==> src/eik_pkg.sv <==
`default_nettype none

package eik_pkg;

  // Grid geometry. Cell (x, y) lives at entry y * GRID_WIDTH + x.
  localparam int GRID_WIDTH  = 256;
  localparam int GRID_HEIGHT = 256;
  localparam int CELLS       = GRID_WIDTH * GRID_HEIGHT;
  localparam int CELL_AW     = $clog2(CELLS);

  // Field widths.
  localparam int TIME_W  = 32;
  localparam int SPEED_W = 16;
  localparam int COORD_W = 8;

  // The reciprocal of speed and the square root both produce 25 bits.
  localparam int ROOT_W = 25;
  localparam int RAD_W  = 2 * ROOT_W;
  localparam int REM_W  = ROOT_W + 2;

  localparam logic [TIME_W-1:0] INF_TIME = '1;

  // Command codes.
  localparam logic CMD_WRITE  = 1'b0;
  localparam logic CMD_UPDATE = 1'b1;

  // One stored cell: frozen flag and arrival time.
  typedef struct packed {
    logic              frozen;
    logic [TIME_W-1:0] time_val;
  } cell_word_t;

  // Request to the cell store: one write or one read per cycle.
  typedef struct packed {
    logic               we;
    logic [CELL_AW-1:0] addr;
    cell_word_t         wdata;
  } store_req_t;

  // Request to the shared divide and root unit.
  typedef struct packed {
    logic               start;
    logic               is_sqrt;
    logic [RAD_W-1:0]   operand;
    logic [SPEED_W-1:0] divisor;
  } unit_req_t;

  typedef struct packed {
    logic              done;
    logic [ROOT_W-1:0] result;
  } unit_rsp_t;

endpackage

`default_nettype wire

==> src/eik_root_div.sv <==
`default_nettype none

module eik_root_div
  import eik_pkg::*;
(
  input  wire logic      clk,
  input  wire logic      rst,
  input  wire unit_req_t req,
  output unit_rsp_t      rsp
);

  localparam int CNT_W = $clog2(ROOT_W + 1);

  logic                busy;
  logic                done;
  logic                is_sqrt;
  logic [RAD_W-1:0]    src;
  logic [REM_W-1:0]    rem;
  logic [ROOT_W-1:0]   res;
  logic [SPEED_W-1:0]  divisor;
  logic [CNT_W-1:0]    cnt;

  logic [REM_W+1:0]    shifted;
  logic [REM_W+1:0]    trial;
  logic [REM_W+1:0]    diff;
  logic                take;

  // One step: bring in the next digit, compare with the trial value, subtract.
  // Division brings in one bit against the divisor; the root brings in two
  // bits against four times the partial root plus one.
  always_comb begin
    if (is_sqrt) begin
      shifted = {rem, src[RAD_W-1 -: 2]};
      trial   = {2'b00, res, 2'b01};
    end else begin
      shifted = {1'b0, rem, src[RAD_W-1]};
      trial   = (REM_W + 2)'(divisor);
    end
    take = (shifted >= trial);
    diff = shifted - trial;
  end

  always_ff @(posedge clk) begin
    if (rst) begin
      busy <= 1'b0;
      done <= 1'b0;
      cnt  <= '0;
    end else begin
      done <= 1'b0;
      if (req.start) begin
        busy    <= 1'b1;
        cnt     <= '0;
        is_sqrt <= req.is_sqrt;
        src     <= req.operand;
        divisor <= req.divisor;
        rem     <= '0;
        res     <= '0;
      end else if (busy) begin
        rem <= take ? diff[REM_W-1:0] : shifted[REM_W-1:0];
        res <= {res[ROOT_W-2:0], take};
        src <= is_sqrt ? (src << 2) : (src << 1);
        cnt <= cnt + 1'b1;
        if (cnt == CNT_W'(ROOT_W - 1)) begin
          busy <= 1'b0;
          done <= 1'b1;
        end
      end
    end
  end

  assign rsp.done   = done;
  assign rsp.result = res;

endmodule

`default_nettype wire

==> config.mk <==
export PLATFORM = sky130hd
export DESIGN_NAME = eik_root_div
export DESIGN_NICKNAME = d
export VERILOG_FILES = /design/src/eik_pkg.sv /design/src/eik_root_div.sv
export SDC_FILE = /design/constraint.sdc
export NUM_CORES = 1
export LEC_CHECK = 0
export ABC_AREA = 1
export BUFFER_PORTS_ARGS = -buffer_cell sky130_fd_sc_hd__buf_2
export CELL_PAD_IN_SITES_DETAIL_PLACEMENT = 0
export CELL_PAD_IN_SITES_GLOBAL_PLACEMENT = 2
export CORE_ASPECT_RATIO = 0.8
export CORE_MARGIN = 2
export CORE_UTILIZATION = 38
export CTS_BUF_LIST = sky130_fd_sc_hd__clkbuf_2 sky130_fd_sc_hd__clkbuf_4 sky130_fd_sc_hd__clkbuf_8
export DETAILED_ROUTE_END_ITERATION = 7
export PLACE_DENSITY_LB_ADDON = 0.25
export SLEW_MARGIN = 20
export SYNTH_ARGS = -nofsm -noshare
export SYNTH_HDL_FRONTEND = slang
export SYNTH_SLANG_ARGS = --single-unit
==> constraint.sdc <==
create_clock -name clk -period 23 [get_ports clk]
set_input_delay 2.3 -clock clk [delete_from_list [all_inputs] [get_ports clk]]
set_output_delay 2.3 -clock clk [all_outputs]
set_load 0.05 [all_outputs]
# After elaboration in Yosys (flattened, before gate mapping)
# Cells that the tools add are included.
dict set report totals {
  reg_bits 126
  output_inout_bits 26
}
dict set report classes {
  n_addsub 2
  n_lt_le_gt_ge 1
  eq_ne 1
  muxes 12
  bitwise_logic 2
  reduce_logical 5
}
# cell count
set op_table {}
lappend op_table {{$mux 50} 3}
lappend op_table {{$mux 27} 3}
lappend op_table {{$ge 29x27->1} 1}
lappend op_table {{$mux 29} 1}
lappend op_table {{$sub 27x27->27} 1}
lappend op_table {{$mux 25} 1}
lappend op_table {{$add 5x1->5 const B} 1}
lappend op_table {{$eq 5x5->1 const B} 1}
lappend op_table {{$mux 1} 4}
lappend op_table {{$reduce_and 2->1} 2}
lappend op_table {{$reduce_or 3->1} 1}
lappend op_table {{$not 1->1} 2}
lappend op_table {{$reduce_bool 2->1} 1}
lappend op_table {{$reduce_or 2->1} 1}

# Logic depth before layout (Yosys ltp)
dict set report logic_depth {
  word_depth 4
  mapped_depth 21
  mapped_depth_nobuf 19
}

# Worst setup path after synthesis
# OpenSTA, ideal clock, no wires.
dict set report synth_path {
  path_type {input port to flip-flop}
  start {input port req[67] in the netlist's numbering}
  end {register rem[0], enable pin}
  arrival_ps 10046
  t_required_ps 22294
  setup_slack_ps 12247
  stages 4
  path_cell_list {clkbuf_1 clkinv_1 clkbuf_1 o21ai_0}
}
dict set report synth_via {
  elab_chain_cells 2
}
# item line_no
set synth_rtl {}
lappend synth_rtl {{start, declared} eik_root_div.sv:8} ;# input wire unit_req_t req,
lappend synth_rtl {{$reduce_bool 2->1 (no line)} -}
lappend synth_rtl {{$reduce_and 2->1 (no line)} -}
lappend synth_rtl {{end signal, assigned} eik_root_div.sv:59} ;# rem <= take ? diff[REM_W-1:0] : shifted[REM_W-1:0];
lappend synth_rtl {{end, declared} eik_root_div.sv:18} ;# logic [REM_W-1:0] rem;
# No other way between the ends.
# A chain may end at the register's enable or synchronous reset.

# Worst setup path after layout
dict set report layout_path {
  start {register is_sqrt}
  end {register rem[10], data pin}
}
dict set report layout_via {
  elab_chain_cells 4
  word_cells_on_any_way 6
}
# item line_no
set layout_rtl {}
lappend layout_rtl {{start, declared} eik_root_div.sv:16} ;# logic is_sqrt;
lappend layout_rtl {{start signal, assigned} eik_root_div.sv:53} ;# is_sqrt <= req.is_sqrt;
lappend layout_rtl {{$mux 29 or $mux 27 (tied branches)} eik_root_div.sv:32} ;# if (is_sqrt) begin
lappend layout_rtl {{$sub 27x27->27 or $ge 29x27->1 (tied branches)} {eik_root_div.sv:40, eik_root_div.sv:39}}
lappend layout_rtl {{$mux 27 *} eik_root_div.sv:59}
lappend layout_rtl {{$mux 27 *} eik_root_div.sv:58} ;# end else if (busy) begin
# Mark *: on every way between the ends. The rest lies on a longest branch, timed or not. The select of a mux whose other input is x is not followed.

==> qor.log <==
[outcome] result of the run complete, no violations
[placed_design] DP Worst Slack 18,830 ps
[placed_design] placed wire-length estimate after detailed placement 17,100 µm
[route] DR iter-0 viols 570
[placed_design] Inst Count DP 1,499
[pwr] power share of the sequential group 0.380
[yosys] most area-hungry cell type in the Yosys netlist sky130_fd_sc_hd__edfxtp_1
[sta] worst-case setup margin in the final layout 19,070 ps
[global_routing] GR peak layer met1
[worst_hold_path] Hold Path Class reg2reg
[yosys] synth top area cells sky130_fd_sc_hd__edfxtp_1 (42%), sky130_fd_sc_hd__nand2_1 (15%), sky130_fd_sc_hd__inv_1 (7.5%)
[sta] maximum clock frequency 255 MHz
[global_routing] pin count of the biggest net entering global routing 69
[yosys] post-synthesis register bit count 126
[yosys] area share of the largest cell type after synthesis 0.423
[floorplanning] floorplan row count 48
[pwr] Switching Share 0.385
[sta] count of endpoints failing hold in the final timing report 0
[layout] final non-filler cell area 9570 µm²
[critical_path] WP data arrival 4090 ps
[yosys] most used standard cell by instance count after synthesis sky130_fd_sc_hd__nand2_1
[clocking] CTS tree done
[pwr] Static Leakage 0.00456 µW
[clocking] TritonCTS Buffers 17
[critical_path] crit path capture type flip-flop
[clocking] # hold bufs at CTS 0
[yosys] most frequently used flop master after synthesis sky130_fd_sc_hd__edfxtp_1
[placed_design] final weighted congestion in routability-driven placement 0.843
[global_routing] antenna violations before repair 1
[global_routing] met1 Use GR 0.313
[layout] final std cells w/o fill 1,531
[floorplanning] initial cell density of the core 0.390
[floorplanning] Die Y 137 µm
[critical_path] startpoint class of the critical path flip-flop
[sta] transition time at the pin with the least slew margin 833 ps
[pwr] clock power share 0.265
[clocking] clock-pin slew of the registers on the worst-case setup and hold paths 80 ps
[yosys] commonest cells in the netlist sky130_fd_sc_hd__nand2_1 (331), sky130_fd_sc_hd__inv_1 (168), sky130_fd_sc_hd__nor2_1 (143)
[layout] share of layout cells above drive strength 1 0.160
[global_routing] global-route congestion overflow total 0
[pwr] highest ir drop seen on vdd 0.0341 mV
[yosys] library cells used by synthesis 40
[sta] Fin Hold WS 532 ps
[floorplanning] core region area 21,700 µm²
[pwr] internal power consumption 476 µW
[yosys] net count of the mapped netlist 1,240
[yosys] post-synthesis sequential area ratio 0.440
[pwr] power per cell area 81.0 nW/µm²
[sta] Sum Neg Setup Slack 0 ps
[route] first-pass detailed-route iteration total 5
[route] DRC Markers 0
[layout] filler cell count in the final layout 2,288
[clocking] post-CTS setup-driven buffer insertion count 0
[route] routed vias/inst 4.77
[global_routing] global-route wire length before repair 37,100 µm
[placed_design] PortBufs 95
[sta] Final setup violation count 0
[sta] number of pins exceeding their max-slew limit in the final report 0
[layout] antenna diode instance count 0
[critical_path] maximum fanout along the worst path 63
[sta] unrepaired setup endpoints after global routing no
[global_routing] fraction of met3 tracks used by global routing 0.0270
[sta] Rel. slew slack 0.444
[critical_path] Crit path required time 23,160 ps
[flow_run] max cap viols 0
[sta] final critical-path share of the clock period 0.171
[route] routed wirelength normalized by instance count 15.4 µm
[global_routing] global routing usage on met2 0.305
[yosys] fraction of registers with async set/reset 0
[layout] final net count 1,318
[route] wirelength, routed 23,500 µm
[global_routing] via count of the first global-routing pass 6,849
[global_routing] total track usage 0.205
[clocking] clock root cell sky130_fd_sc_hd__clkbuf_8
[yosys] count of mapped cells out of synthesis 1,140
[placed_design] cell area reported after detailed placement 9150 µm²
[route] total vias in the final route 7,298
[clocking] clock latency reported for the late side of the worst-skew pair 440 ps
[yosys] count of yosys warnings during synthesis 0
[sta] shortest period the worst path allows 3930 ps
[layout] area growth from synthesis to layout 13.3%
[sta] Clock Skew 16.9 ps
[yosys] Avg Inst Size Synth 7.41 µm²
[pwr] net switching power figure 299 µW
[floorplanning] number of placed I/O pins 96
[clocking] number of H-tree branching levels 4
[clocking] PostCTS Resize Cnt 0
[floorplanning] die outline area 23,400 µm²
[pwr] Logic pwr share 0.355
[route] remaining antenna violation count 0
[clocking] clock tree buffer depth 2
[yosys] Post-synth EDFFs 119
[floorplanning] die boundary width 171 µm
[clocking] number of sinks handled by clock tree synthesis 126
[critical_path] type of the worst setup path reg2reg
[yosys] Netlist Area Pre-Place 8450 µm²
state kept, by name (all words and copies together) (netlist names):
name	cells
divisor	16
res	25
cnt	5
busy	1
is_sqrt	1
done	1
src	50
rem	27
layer usage:
metal	share of wire	wire, µm
met1	0.51	12100
met2	0.43	10200
met3	0.045	1070
met4	0.010	238
met5	0	0
logic make-up (layout without fill, tap and decap cells):
kind of cell / Yosys count / in the layout / synth area share
simple gates: 591 / 591 / 0.301
buf+inv: 223 / 314 / 0.106
compound gates: 156 / 156 / 0.0941
flops: 126 / 126 / 0.440
fa+ha+maj: 30 / 30 / 0.0453
xor+xnor: 13 / 13 / 0.0135
mux: 1 / 1 / 0.00119
power groups by stage:
stage | clock (µW) | combinational [µW] | sequential (µW)
6_report | 206 | 275 | 295
5_1_grt | 218 | 314 | 297
4_1_cts | 210 | 277 | 294
3_5_place_dp | 0 | 275 | 299
3_3_place_gp | 0 | 275 | 300
2_1_floorplan | 0 | 193 | 312
critical path, cell delays in order (launching register included):
cell,delay (ps)
sky130_fd_sc_hd__edfxtp_1,380
sky130_fd_sc_hd__buf_4,470
sky130_fd_sc_hd__buf_4,620
sky130_fd_sc_hd__o21ai_0,310
sky130_fd_sc_hd__inv_1,110
sky130_fd_sc_hd__ha_1,300
sky130_fd_sc_hd__nand2_1,150
sky130_fd_sc_hd__nor2_1,70
sky130_fd_sc_hd__nand2_1,100
sky130_fd_sc_hd__nor2_2,50
sky130_fd_sc_hd__nand2_1,80
sky130_fd_sc_hd__nand2_2,70
sky130_fd_sc_hd__nor3_4,310
sky130_fd_sc_hd__buf_4,360
sky130_fd_sc_hd__nand3_1,110
sky130_fd_sc_hd__nand2_1,90
sky130_fd_sc_hd__nor2_1,40
layout by cell type (no fill, tap or decap), drive strengths merged, types with 2 or more instances in the layout:
cell and n:
clkinv 9, nand4 10, a21oi 111, bufinv 2
nor2 151, nor3 9, nand3 55, nor3b 2
nand2 338, or2 23, edfxtp 119, clkbuf 19
dfxtp 7, inv 178, xor2 2, clkinvlp 2
buf 104, ha 29, o21ai 42, xnor2 11
cell type report:
class                   count  area [µm²]  area share
multi-input cells         791        3850       0.402
well taps                 300         375      0.0392
inverters                 178         668      0.0698
clock buffers              19         262      0.0273
repair buffers            104         543      0.0567
flip-flops and latches    126        3710       0.388
clock inverters            13         156      0.0163
stage by stage:
stage	util	power (µW)
CTS	0.441	782
floorplan	-	505
finish	0.441	775
global placement	0.422	575
detailed placement	0.422	575
global route	0.441	830
worst paths after layout:
kind	start	endpoint	slack [ps]	cells after the start
worst min register to register	cnt[4]	cnt[4]	530	2
worst max register to register	is_sqrt	rem[10]	19070	16
worst min-delay path	cnt[4]	cnt[4]	530	2
worst max-delay path	is_sqrt	rem[10]	19070	16
Power figures use the tool's default switching activity.
